[config.mk]
export PLATFORM = sky130hd
export DESIGN_NAME = console_line_discipline
export DESIGN_NICKNAME = d
export VERILOG_FILES = /design/src/rtl/clds_pkg.sv /design/src/rtl/clds_decode.sv /design/src/rtl/clds_burst.sv /design/src/rtl/console_line_discipline.sv
export SDC_FILE = /design/constraint.sdc
export NUM_CORES = 1
export LEC_CHECK = 0
export BUFFER_PORTS_ARGS = -buffer_cell sky130_fd_sc_hd__buf_2
export CORE_MARGIN = 5
export CORE_UTILIZATION = 56
export DETAILED_ROUTE_END_ITERATION = 8
export MAX_ROUTING_LAYER = met4
export PLACE_DENSITY_LB_ADDON = 0.2
export SLEW_MARGIN = 20
export SYNTH_ARGS = -nofsm -noshare
export SYNTH_HDL_FRONTEND = slang
export SYNTH_HIERARCHICAL = 1
export SYNTH_SLANG_ARGS = --single-unit
[constraint.sdc]
create_clock -name clk -period 7.2 [get_ports clk]
set_input_delay 0.36 -clock clk [delete_from_list [all_inputs] [get_ports clk]]
set_output_delay 0.36 -clock clk [all_outputs]
set_load 0.01 [all_outputs]
[src/rtl/clds_pkg.sv]
package clds_pkg;

  localparam int unsigned LINE_CAPACITY = 256;
  localparam int unsigned CAP_W = 13;
  localparam int unsigned MAX_RESULTS = 5;

  localparam logic [1:0] KIND_STORE = 2'd0;
  localparam logic [1:0] KIND_ECHO  = 2'd1;
  localparam logic [1:0] KIND_DONE  = 2'd2;

  localparam logic [7:0] CH_NUL = 8'h00;
  localparam logic [7:0] CH_ETX = 8'h03;
  localparam logic [7:0] CH_BS  = 8'h08;
  localparam logic [7:0] CH_LF  = 8'h0a;
  localparam logic [7:0] CH_CR  = 8'h0d;

  localparam logic [1:0] REG_LINE_INPUT = 2'd0;
  localparam logic [1:0] REG_PROCESSED  = 2'd1;
  localparam logic [1:0] REG_ECHO       = 2'd2;
  localparam logic [1:0] REG_READ_LIMIT = 2'd3;

  typedef struct packed {
    logic       is_key_event;
    logic       key_down;
    logic [7:0] char_code;
    logic       queue_empty_after;
  } in_word_t;

  typedef struct packed {
    logic [1:0] kind;
    logic [7:0] data_byte;
    logic [8:0] position;
    logic       last;
  } out_word_t;

  typedef struct packed {
    logic       line_input_enable;
    logic       processed_input_enable;
    logic       echo_enable;
    logic [8:0] read_limit;
  } cfg_t;

  // results of one event, slot 0 goes out first
  typedef struct packed {
    logic [2:0]                      len;
    out_word_t [MAX_RESULTS-1:0]     slot;
  } burst_t;

endpackage

[src/rtl/clds_decode.sv]
module clds_decode (
  input  clds_pkg::cfg_t     cfg,
  input  logic [8:0]         char_count,
  input  clds_pkg::in_word_t word,
  output clds_pkg::burst_t   burst,
  output logic [8:0]         char_count_next
);

  always_comb begin
    logic [8:0] lim;
    logic       key;
    logic       room;
    logic       plain;
    logic       bs_pop;
    logic       done;
    logic [1:0] n_store;
    logic [1:0] n_echo;
    logic [7:0] sb [2];
    logic [7:0] eb [2];
    logic [8:0] cc_after;
    logic [2:0] n;
    logic [7:0] ch;

    ch = word.char_code;
    key = word.is_key_event & word.key_down;

    // effective limit: zero acts as one, clamp to line capacity
    if (cfg.read_limit == 9'd0) begin
      lim = 9'd1;
    end else if ({4'd0, cfg.read_limit} > clds_pkg::CAP_W'(clds_pkg::LINE_CAPACITY)) begin
      lim = 9'(clds_pkg::LINE_CAPACITY);
    end else begin
      lim = cfg.read_limit;
    end

    room    = char_count < lim;
    plain   = 1'b0;
    bs_pop  = 1'b0;
    n_store = 2'd0;
    n_echo  = 2'd0;
    sb[0]   = '0;
    sb[1]   = '0;
    eb[0]   = '0;
    eb[1]   = '0;

    if (cfg.processed_input_enable) begin
      if (ch == clds_pkg::CH_NUL || ch == clds_pkg::CH_ETX) begin
        plain = 1'b0;
      end else if (ch == clds_pkg::CH_CR) begin
        if (cfg.line_input_enable && room) begin
          n_store = 2'd1;
          n_echo  = 2'd1;
          sb[0]   = clds_pkg::CH_CR;
          eb[0]   = clds_pkg::CH_CR;
          // LF only if it still fits
          if (({1'b0, char_count} + 10'd1) < {1'b0, lim}) begin
            n_store = 2'd2;
            n_echo  = 2'd2;
            sb[1]   = clds_pkg::CH_LF;
            eb[1]   = clds_pkg::CH_LF;
          end
        end
      end else if (ch == clds_pkg::CH_BS) begin
        if (char_count != 9'd0) begin
          bs_pop = 1'b1;
          n_echo = 2'd1;
          eb[0]  = clds_pkg::CH_BS;
        end
      end else begin
        plain = 1'b1;
      end
    end else begin
      plain = 1'b1;
    end

    if (plain && room) begin
      n_store = 2'd1;
      n_echo  = 2'd1;
      sb[0]   = ch;
      eb[0]   = ch;
    end

    cc_after = char_count + {7'd0, n_store} - {8'd0, bs_pop};

    done = cfg.line_input_enable ? (ch == clds_pkg::CH_CR) : word.queue_empty_after;
    if (cc_after >= lim) begin
      done = 1'b1;
    end

    burst = '0;
    n     = 3'd0;
    for (int i = 0; i < 2; i++) begin
      if (2'(i) < n_store) begin
        burst.slot[n] = '{kind: clds_pkg::KIND_STORE, data_byte: sb[i],
                          position: char_count + 9'(i), last: 1'b0};
        n = n + 3'd1;
      end
    end
    if (cfg.echo_enable) begin
      for (int i = 0; i < 2; i++) begin
        if (2'(i) < n_echo) begin
          burst.slot[n] = '{kind: clds_pkg::KIND_ECHO, data_byte: eb[i],
                            position: 9'd0, last: 1'b0};
          n = n + 3'd1;
        end
      end
    end
    if (done) begin
      burst.slot[n] = '{kind: clds_pkg::KIND_DONE, data_byte: 8'd0,
                        position: cc_after, last: 1'b0};
      n = n + 3'd1;
    end
    if (n != 3'd0) begin
      burst.slot[n - 3'd1].last = 1'b1;
    end
    burst.len = n;

    char_count_next = done ? 9'd0 : cc_after;

    // dropped events leave no trace
    if (!key) begin
      burst           = '0;
      char_count_next = char_count;
    end
  end

endmodule

[src/rtl/clds_burst.sv]
module clds_burst (
  input  logic                clk,
  input  logic                rst,
  input  logic                load,
  input  clds_pkg::burst_t    load_burst,
  output logic                can_load,
  output logic                out_valid,
  input  logic                out_ready,
  output clds_pkg::out_word_t out_word
);

  clds_pkg::out_word_t [clds_pkg::MAX_RESULTS-1:0] slot;
  logic [2:0] len;
  logic       out_free;

  assign out_free = !out_valid || out_ready;
  // take a new burst when empty, or as the current one's final word moves to out_word
  assign can_load = (len == 3'd0) || (out_free && len == 3'd1);

  always_ff @(posedge clk) begin
    if (rst) begin
      len       <= 3'd0;
      out_valid <= 1'b0;
    end else begin
      if (out_free) begin
        if (len != 3'd0) begin
          out_word  <= slot[0];
          out_valid <= 1'b1;
        end else begin
          out_valid <= 1'b0;
        end
      end
      if (load) begin
        slot <= load_burst.slot;
        len  <= load_burst.len;
      end else if (out_free && len != 3'd0) begin
        for (int i = 0; i < clds_pkg::MAX_RESULTS - 1; i++) begin
          slot[i] <= slot[i+1];
        end
        len <= len - 3'd1;
      end
    end
  end

endmodule

[src/rtl/console_line_discipline.sv]
// console_line_discipline: cooked-mode line editing of console key events.
//
// Input channel (in_valid/in_ready/in_word): one console event per word.
// Non-key events and key releases are consumed and produce nothing.
// Output channel (out_valid/out_ready/out_word): store, echo and completion
// words, in that order per event; last marks the final word of an event.
// Config port (cfg_we/cfg_index/cfg_data): single-cycle register writes; the
// user must write only while the block is idle, the block does not enforce it.
//
// An accepted event is held in the input register (in_q), its results go into
// the burst buffer, and from there each word is registered on out_word.
// Throughput: one event per cycle while each event yields at most one word and
// out_ready stays high; the single output register drains a burst of up to 5
// words one word a cycle while out_ready is high; the next event waits in in_q.
// Reset clears the byte count, the pipeline and restores the registers to
// line mode, processed input, echo on and a read limit of 256.
// A stalled receiver holds out_word; the burst buffer then fills and
// in_ready drops once the input register also holds a waiting event.
module console_line_discipline (
  input  logic               clk,
  input  logic               rst,
  input  logic               in_valid,
  output logic               in_ready,
  input  clds_pkg::in_word_t in_word,
  output logic               out_valid,
  input  logic               out_ready,
  output clds_pkg::out_word_t out_word,
  input  logic               cfg_we,
  input  logic [1:0]         cfg_index,
  input  logic [8:0]         cfg_data
);

  clds_pkg::cfg_t     cfg;
  clds_pkg::in_word_t in_q;
  logic               in_q_valid;
  logic [8:0]         char_count;
  logic [8:0]         char_count_next;
  clds_pkg::burst_t   burst;
  logic               can_load;
  logic               consume;

  // config registers
  always_ff @(posedge clk) begin
    if (rst) begin
      cfg.line_input_enable      <= 1'b1;
      cfg.processed_input_enable <= 1'b1;
      cfg.echo_enable            <= 1'b1;
      cfg.read_limit             <= 9'd256;
    end else if (cfg_we) begin
      case (cfg_index)
        clds_pkg::REG_LINE_INPUT: cfg.line_input_enable      <= cfg_data[0];
        clds_pkg::REG_PROCESSED:  cfg.processed_input_enable <= cfg_data[0];
        clds_pkg::REG_ECHO:       cfg.echo_enable            <= cfg_data[0];
        clds_pkg::REG_READ_LIMIT: cfg.read_limit             <= cfg_data;
        default: begin
        end
      endcase
    end
  end

  // input register: decode reads it, result burst is loaded from it
  assign consume  = in_q_valid && can_load;
  assign in_ready = !in_q_valid || can_load;

  always_ff @(posedge clk) begin
    if (rst) begin
      in_q_valid <= 1'b0;
      char_count <= 9'd0;
    end else begin
      if (in_valid && in_ready) begin
        in_q_valid <= 1'b1;
      end else if (consume) begin
        in_q_valid <= 1'b0;
      end
      if (consume) begin
        char_count <= char_count_next;
      end
    end
  end

  always_ff @(posedge clk) begin
    if (in_valid && in_ready) begin
      in_q <= in_word;
    end
  end

  clds_decode u_decode (
    .cfg             (cfg),
    .char_count      (char_count),
    .word            (in_q),
    .burst           (burst),
    .char_count_next (char_count_next)
  );

  clds_burst u_burst (
    .clk        (clk),
    .rst        (rst),
    .load       (consume),
    .load_burst (burst),
    .can_load   (can_load),
    .out_valid  (out_valid),
    .out_ready  (out_ready),
    .out_word   (out_word)
  );

endmodule

; Word level (Yosys, flattened, before mapping)
; Cells that the tools add are included.
; Widths: inputs -> output; s select.
[word_totals]
output_inout_bits = 22
input_bits = 27
ff_bits = 157
[classes]
n_mux = 77
bitwise = 2
magnitude_cmp = 18
n_reduce_logical = 34
n_eq_ne = 7
add_sub_neg = 10
[op_table]
columns = op, n
row1 = $mux 100, 7
row2 = $bwmux 100, 5
row3 = $demux 20 s3, 5
row4 = $mux 80, 2
row5 = $mux 103, 1
row6 = $mux 16, 5
row7 = $mux 20, 4
row8 = $mux 8, 5
row9 = $mux 9, 3
row10 = $mux 3, 8
row11 = $mux 2, 11
row12 = $mux 18, 1
row13 = $mux 1, 17
row14 = $eq 8x4->1 const B, 2
row15 = $lt 3x4->1 const B, 4
row16 = $reduce_and 2->1, 7
row17 = $ge 3x1->1 const B, 4
row18 = $mux 12, 1
row19 = $logic_and 1x1->1, 11
row20 = $add 9x1->10 const B, 1
row21 = $lt 10x9->1, 1
row22 = $add 3x1->3 const B, 3
row23 = $add 9x1->9 const B, 1
row24 = $add 9x2->9, 1
row25 = other kinds (26), 38

; Longest topological paths before layout
; Gate-level depths: netlist of run 1.
[logic_depth]
depth_word = 31
depth_mapped = 36
ltp_nobuf = 36

; Modules after synthesis
; The synthesis of run 1 kept the hierarchy.
[modules_own_cells]
columns = module, seq_area_each_um2, instances, area_per_inst_um2, cells_per_inst
row1 = clds_burst, 3683.5, 1, 4840.9, 244
row2 = clds_decode, 0.0, 1, 2743.9, 411
row3 = console_line_discipline, 770.7, 1, 1323.8, 111

; Least setup slack after synthesis of run 1
; Ideal clock, no wire load.
[synth_path]
kind = register to register
start = reg char_count[4]
end = reg u_burst/slot[0] (netlist bit), data pin
arrival_ns = 6.836
synth_period_minus_slack_ns = 7.096
setup_slack_ns = 0.104
path_stages_with_launch = 33
setup_ns = 0.260
cell_sequence = dfxtp_1 ha_1 and4_1 xnor2_1 ha_1 and3_1 a221oi_1 nor2_1 or3_1 buf_2 nor2_1 inv_1 ha_1 fa_1 nand2b_1 a21oi_1 o31ai_1 nor2b_1 xor2_1 inv_1 ha_1 a21oi_1 and3_1 o21ai_0 a221oi_1 clkbuf_1 xnor2_1 ha_1 ha_1 and3_1 nand2_1 mux2i_1 mux2_2
[synth_lines]
columns = item, line_no
row1 = start: declaration, console_line_discipline.sv:36  ; logic [8:0] char_count;
row2 = start signal: assignment, console_line_discipline.sv:76  ; char_count <= char_count_next;
row3 = end signal: assignment, clds_burst.sv:34  ; slot <= load_burst.slot;
row4 = end signal: indexed assignment, clds_burst.sv:38  ; slot[i] <= slot[i+1];
row5 = end: declaration, clds_burst.sv:12  ; clds_pkg::out_word_t [clds_pkg::MAX_RESULTS-1:0] slot;

==> qor.csv, run 1 <==
stage,metric,value,unit
run_status,status,completed,
synthesis,synth_top_area_share,44.2,%
synthesis,avgSynthCellArea,11.6,um^2
timing,setup_slack,0.367,ns
setup_path,cp-start-kind,flop,
synthesis,synthCells,766,
die,fp.dieH,136,um
grt,grtUsageMet3,5.07,%
pwr,p_seq_share,47.3,%
grt,grt_use_total,24.6,%
grt,use_met1,33.9,%
die,dieArea,18500,um^2
synthesis,synth_cell_types,67,
pwr,power.switching,0.949,mW
clocking,cts.path.max_buffers,2,
die,initial_core_util,56.5,%
timing,relSlewSlack,26.7,%
synthesis,syn-cell-area,8910,um^2
setup_path,critPathBufInv,2,
clocking,clk_latency,0.43,ns
synthesis,synth_commonest_cells,"131 x edfxtp_1, 80 x mux2_2, 53 x ha_1, 47 x nor2_1, 42 x inv_1",
grt,use_met2,37.1,%
pwr,power.density,307,nW/um^2
cells_and_area,drive_gt1_share,29.1,%
grt,grt_first_pass_wirelength,33200,um
synthesis,seq_area_frac_synth,50.0,%
detailed_routing,totalWireLength,21200,um
pwr,combPwrFrac,24.6,%
flow_run,maxCapViolations,0,
cells_and_area,area_growth,12.7,%
detailed_routing,ant_nets,0,
synthesis,yosysMostFrequentCell,edfxtp_1,
synthesis,synth_edf_count,131,
clocking,cts_tree,built,
timing,grt_setup_unrepaired,false,
place,io_buffers,48,
place,dp_hpwl,15000,um
timing,skew,0.0108,ns
clocking,clock-root-buffer,clkbuf_16,
setup_path,cp_top_family,adder cells,
pwr,vdd_drop_max,0.000258,V
detailed_routing,drc_errors,0,
setup_path,crit_type,flop to flop,
setup_path,arrival,7.01,ns
synthesis,yosys_warnings,6,
timing,maxSlewViolCount,0,
setup_path,slowest_delay,0.47,ns
clocking,cts_buffers,17,
timing,setup_viol,0,
cells_and_area,antenna_cells,0,
detailed_routing,vias_per_cell,5.77,
clocking,postCtsHoldBufs,0,
synthesis,synthFlopType,edfxtp_1,
clocking,htree_levels,4,
die,pin_count,49,
grt,grt_pass1_vias,6090,
clocking,path_clk_slew,0.07,ns
cells_and_area,final_nets,909,
grt,grt.overflow.total,0,
clocking,clock-sinks,157,
die,placeableCoreArea,15800,um^2
detailed_routing,drt-initial-drc-count,502,
pwr,p_leak,3.88,nW
cells_and_area,finalInstanceArea,10000,um^2
die,fp.dieW,136,um
setup_path,cp_max_fo,4,
grt,antenna_found_initial,0,
pwr,power,3.08,mW
setup_path,path_common_cell,ha_1,
setup_path,crit_required,7.38,ns
setup_path,slowest_stage,fa_1,
detailed_routing,wl_per_cell,20.1,um
place,pre_cts_slack,-0.00289,ns
min_path,hp-class,primary input to flop,
place,place.gp.congestion,1.05,
synthesis,yosysTopAreaCell,edfxtp_1,
pwr,p_int,2.13,mW
timing,worst_pin_slew,1.10,ns
grt,grt_max_degree,84,
timing,layout_min_cycle_time,6.83,ns
pwr,clockPowerShare,28.2,%
pwr,swShare,30.8,%
detailed_routing,first_pass_iters,5,
timing,max_freq,146,MHz
die,rows,46,
timing,fin_crit_sh,94.9,%
synthesis,ys_seq_elements,157,
synthesis,yosys-top-cells-area,"edfxtp_1 44%, mux2_2 10%, ha_1 7.4%, dfxtp_1 5.8%, buf_4 2.6%",
detailed_routing,num_vias,6096,
setup_path,end_kind,flop,
place,dpl_cell_area,9360,um^2
timing,final_hold_viol_count,0,
synthesis,async_flop_share,0,%
grt,grt_busiest_layer,met2,
per-layer routing:
| layer | part of all wire (%) | wire (um) |
|---|---|---|
| met1 | 47 | 9870 |
| met2 | 45 | 9640 |
| met3 | 6.3 | 1330 |
| met4 | 1.8 | 373 |
| met5 | 0 | 0 |
kinds of logic after synthesis:
| group | count (synthesis) | share of synthesized area (%) |
|---|---|---|
| xor+xnor | 16 | 1.57 |
| flops | 157 | 50.0 |
| mux | 98 | 12.1 |
| other cells | 1 | 0.0421 |
| simple gates | 231 | 14.1 |
| buf+inv | 101 | 6.19 |
| fa+ha+maj | 54 | 7.67 |
| compound gates | 108 | 8.26 |
worst paths after layout:
check	from	to	slack, ns	cells after the start
setup / recovery	char_count[3]	u_burst/slot[20]	0.37	31
hold reg to reg	u_burst/slot[19]	u_burst/out_word[19]	0.42	0
setup reg to reg	char_count[3]	u_burst/slot[20]	0.37	31
hold / removal	in_word[5]	in_q[5]	0.10	1
power by group through the flow:
stage	Clock, mW	Combinational (mW)	Sequential [mW]
3_3_place_gp	0	0.727	1.46
6_report	0.868	0.756	1.45
5_1_grt	0.924	0.824	1.47
3_5_place_dp	0	0.749	1.47
4_1_cts	0.888	0.756	1.45
2_1_floorplan	0	0.554	1.47
timing repair:
item | CTS | global route
setup endpoints to repair | 3 | 54
buffers inserted | 0 | 2
pin swaps | 0 | 3
resized for setup | 1 | 21
cell type report:
type | instances | area (um^2)
Fill cell | 1283 | 5730
Sequential cell | 157 | 4460
Multi-Input combinational cell | 526 | 4070
Timing Repair Buffer | 83 | 503
Clock buffer | 17 | 425
Tap cell | 216 | 270
Inverter | 43 | 165
Clock inverter | 15 | 150
metrics by stage:
stage,instances,hold WS [ns],utilization [%],setup TNS [ns]
after floorplan,784,0.400,-,0
after global placement,1023,0.400,59.4,0
after detailed placement,1023,0.406,59.4,-0.00289
after CTS,1055,0.0805,63.0,0
after global routing,1057,0.0774,63.7,0
final,1057,0.103,63.7,0
flip-flops by register name, summed over array words and instances (netlist names):
signal and flops:
in_q 11, cfg 12, u_burst/slot 100, u_burst/out_valid 1
char_count 9, in_q_valid 1, u_burst/out_word 20, u_burst/len 3
cell usage in the layout, fill, tap and decap left out, drive strengths merged, types with 13 or more instances in the layout:
cell,count
edfxtp,131
buf,83
mux2,80
ha,53
inv,50
nor2,47
nand3,39
nand2,35
a21oi,26
dfxtp,26
o21ai,26
nor3,25
nand2b,21
conb,19
mux2i,18
clkbuf,17
and3,17
nand4,13
Power figures use the tool's default switching activity.
==> run 2: changes to the inputs <==
==> constraint.sdc (replaced) <==
create_clock -name clk -period 7.2 [get_ports clk]
set_input_delay 1.08 -clock clk [delete_from_list [all_inputs] [get_ports clk]]
set_output_delay 1.08 -clock clk [all_outputs]
set_load 0.01 [all_outputs]
==> run 2 against run 1 <==
First-iteration DRC count rose by 25%; sequential power hardly changed; wire length increased by 2.8%; total power is 0.31% higher; sequential share of layout area grew 0.11 points; non-clock buffer count down 4; flip-flop and latch count unchanged; critical endpoint is now u_burst/slot[0]; largest cell class unchanged.
==> qor.csv, run 2 (synthesis gave the netlist of run 1 again) <==
stage,metric,value,unit
clocking,clock-root-buffer,clkbuf_16,
cells_and_area,layout_commonest_cell,edfxtp_1,
detailed_routing,vias_per_cell,5.86,
clocking,path_clk_slew,0.07,ns
min_path,worstHoldEndpoint,u_burst/out_word[5],
run_status,status,completed,
clocking,cts_tree,built,
setup_path,end_kind,flop,
detailed_routing,ant_nets,0,
pwr,p_leak,3.86,nW
place,io_buffers,48,
clocking,htree_levels,4,
min_path,min_path_cells,0,
pwr,power.density,308,nW/um^2
grt,grt_use_total,24.9,%
cells_and_area,final_cell_mix,"131 x edfxtp_1, 80 x mux2_2, 51 x ha_1",
detailed_routing,drc_errors,0,
die,placeableCoreArea,15800,um^2
timing,layout_min_cycle_time,6.94,ns
timing,maxSlewViolCount,0,
setup_path,arrival,7.12,ns
detailed_routing,drt-initial-drc-count,626,
pwr,vdd_drop_max,0.000317,V
place,place.gp.congestion,1.01,
place,dp_hpwl,15200,um
cells_and_area,final_nets,906,
timing,worst_pin_slew,1.11,ns
min_path,worstHoldStart,u_burst/slot[5],
clocking,cts_buffers,17,
grt,grt_max_degree,85,
setup_path,r2r_end,u_burst/slot[0],
setup_path,path_common_cell,ha_1,
setup_path,crit_type,flop to flop,
grt,grt_first_pass_wirelength,34100,um
die,fp.dieW,136,um
grt,grt_pass1_vias,6163,
cells_and_area,reg_top3,"u_burst/slot x100, u_burst/out_word x20, cfg x12",
die,dieArea,18500,um^2
cells_and_area,top_register,u_burst/slot,
clocking,postCtsHoldBufs,0,
detailed_routing,totalWireLength,21800,um
cells_and_area,antenna_cells,0,
setup_path,slowest_delay,0.45,ns
setup_path,slowest_stage,fa_1,
clocking,clock-sinks,157,
grt,grt.overflow.total,0,
die,fp.dieH,136,um
clocking,cts.path.max_buffers,2,
timing,max_freq,144,MHz
grt,antenna_found_initial,0,
die,initial_core_util,56.5,%
timing,tns,0,ns
timing,fin_crit_sh,96.5,%
detailed_routing,num_vias,6174,
setup_path,r2r_slack,0.26,ns
min_path,hp-class,flop to flop,
timing,skew,0.0114,ns
cells_and_area,largest_register_ffs,100,
setup_path,cp-start-kind,flop,
cells_and_area,area_growth,12.5,%
flow_run,maxCapViolations,0,
clocking,clk_latency,0.42,ns
setup_path,cp_top_family,adder cells,
setup_path,critPathBufInv,2,
die,rows,46,
setup_path,cp_max_fo,8,
timing,hold_slack,0.419,ns
detailed_routing,wl_per_cell,20.7,um
timing,setup_viol,0,
setup_path,rr_startpoint,char_count[3],
timing,final_hold_viol_count,0,
detailed_routing,first_pass_iters,5,
die,pin_count,49,
cells_and_area,drive_gt1_share,29.0,%
timing,relSlewSlack,26.0,%
setup_path,crit_required,7.37,ns
setup_path,reg2reg_depth,31,
## run 2: worst max path at each step
stage,end,from,cells past startpoint,slack (ns)
global placement,u_burst/slot[0],char_count[3],33,0.03
detailed placement,u_burst/slot[0],char_count[3],33,-0.12
finish,u_burst/slot[0],char_count[3],31,0.26
floorplan,u_burst/slot[0],char_count[4],32,0.10
global route,u_burst/slot[0],char_count[3],31,-0.06
CTS,u_burst/slot[0],cfg[8],33,0.01
## run 2: repair_timing
action | CTS | global route
endpoints found under the setup margin | 5 | 35
pin swaps | 0 | 3
gates cloned | 0 | 1
setup buffers | 0 | 3
resized for setup | 3 | 21
hold endpoints to repair | 0 | 0
## run 2: layer usage
layer	GRT usage (%)	vias up	wire length (um)
li1	-	2911	-
met1	34.6	2996	10000
met2	37.2	228	9980
met3	4.15	39	1230
met4	8.85	0	567
met5	-	-	0
## run 2: metrics by stage
stage / power [mW] / utilization (%) / cell area [um^2] / setup slack [ns] / cells
CTS: 3.10 / 62.8 / 9910 / 0.0118 / 1050
finish: 3.09 / 63.6 / 10000 / 0.255 / 1054
floorplan: 2.02 / - / 8980 / 0.104 / 784
detailed placement: 2.22 / 59.1 / 9330 / -0.121 / 1018
global placement: 2.19 / 59.1 / 9320 / 0.0299 / 1018
global route: 3.23 / 63.6 / 10000 / -0.0566 / 1054
## run 2: area by class of cell
| class | count | area, um^2 |
|---|---|---|
| Timing Repair Buffer | 79 | 473 |
| Timing Repair inverter | 1 | 5.00 |
| Clock buffer | 17 | 425 |
| Inverter | 43 | 165 |
| Sequential cell | 157 | 4460 |
| Multi-Input combinational cell | 526 | 4070 |
| Clock inverter | 15 | 149 |
| Tap cell | 216 | 270 |
| Fill cell | 1264 | 5750 |
## run 2: power breakdown
part	switching, mW	total (mW)	internal [mW]
Combinational	0.454	0.767	0.313
Clock	0.407	0.867	0.461
Sequential	0.0956	1.45	1.36
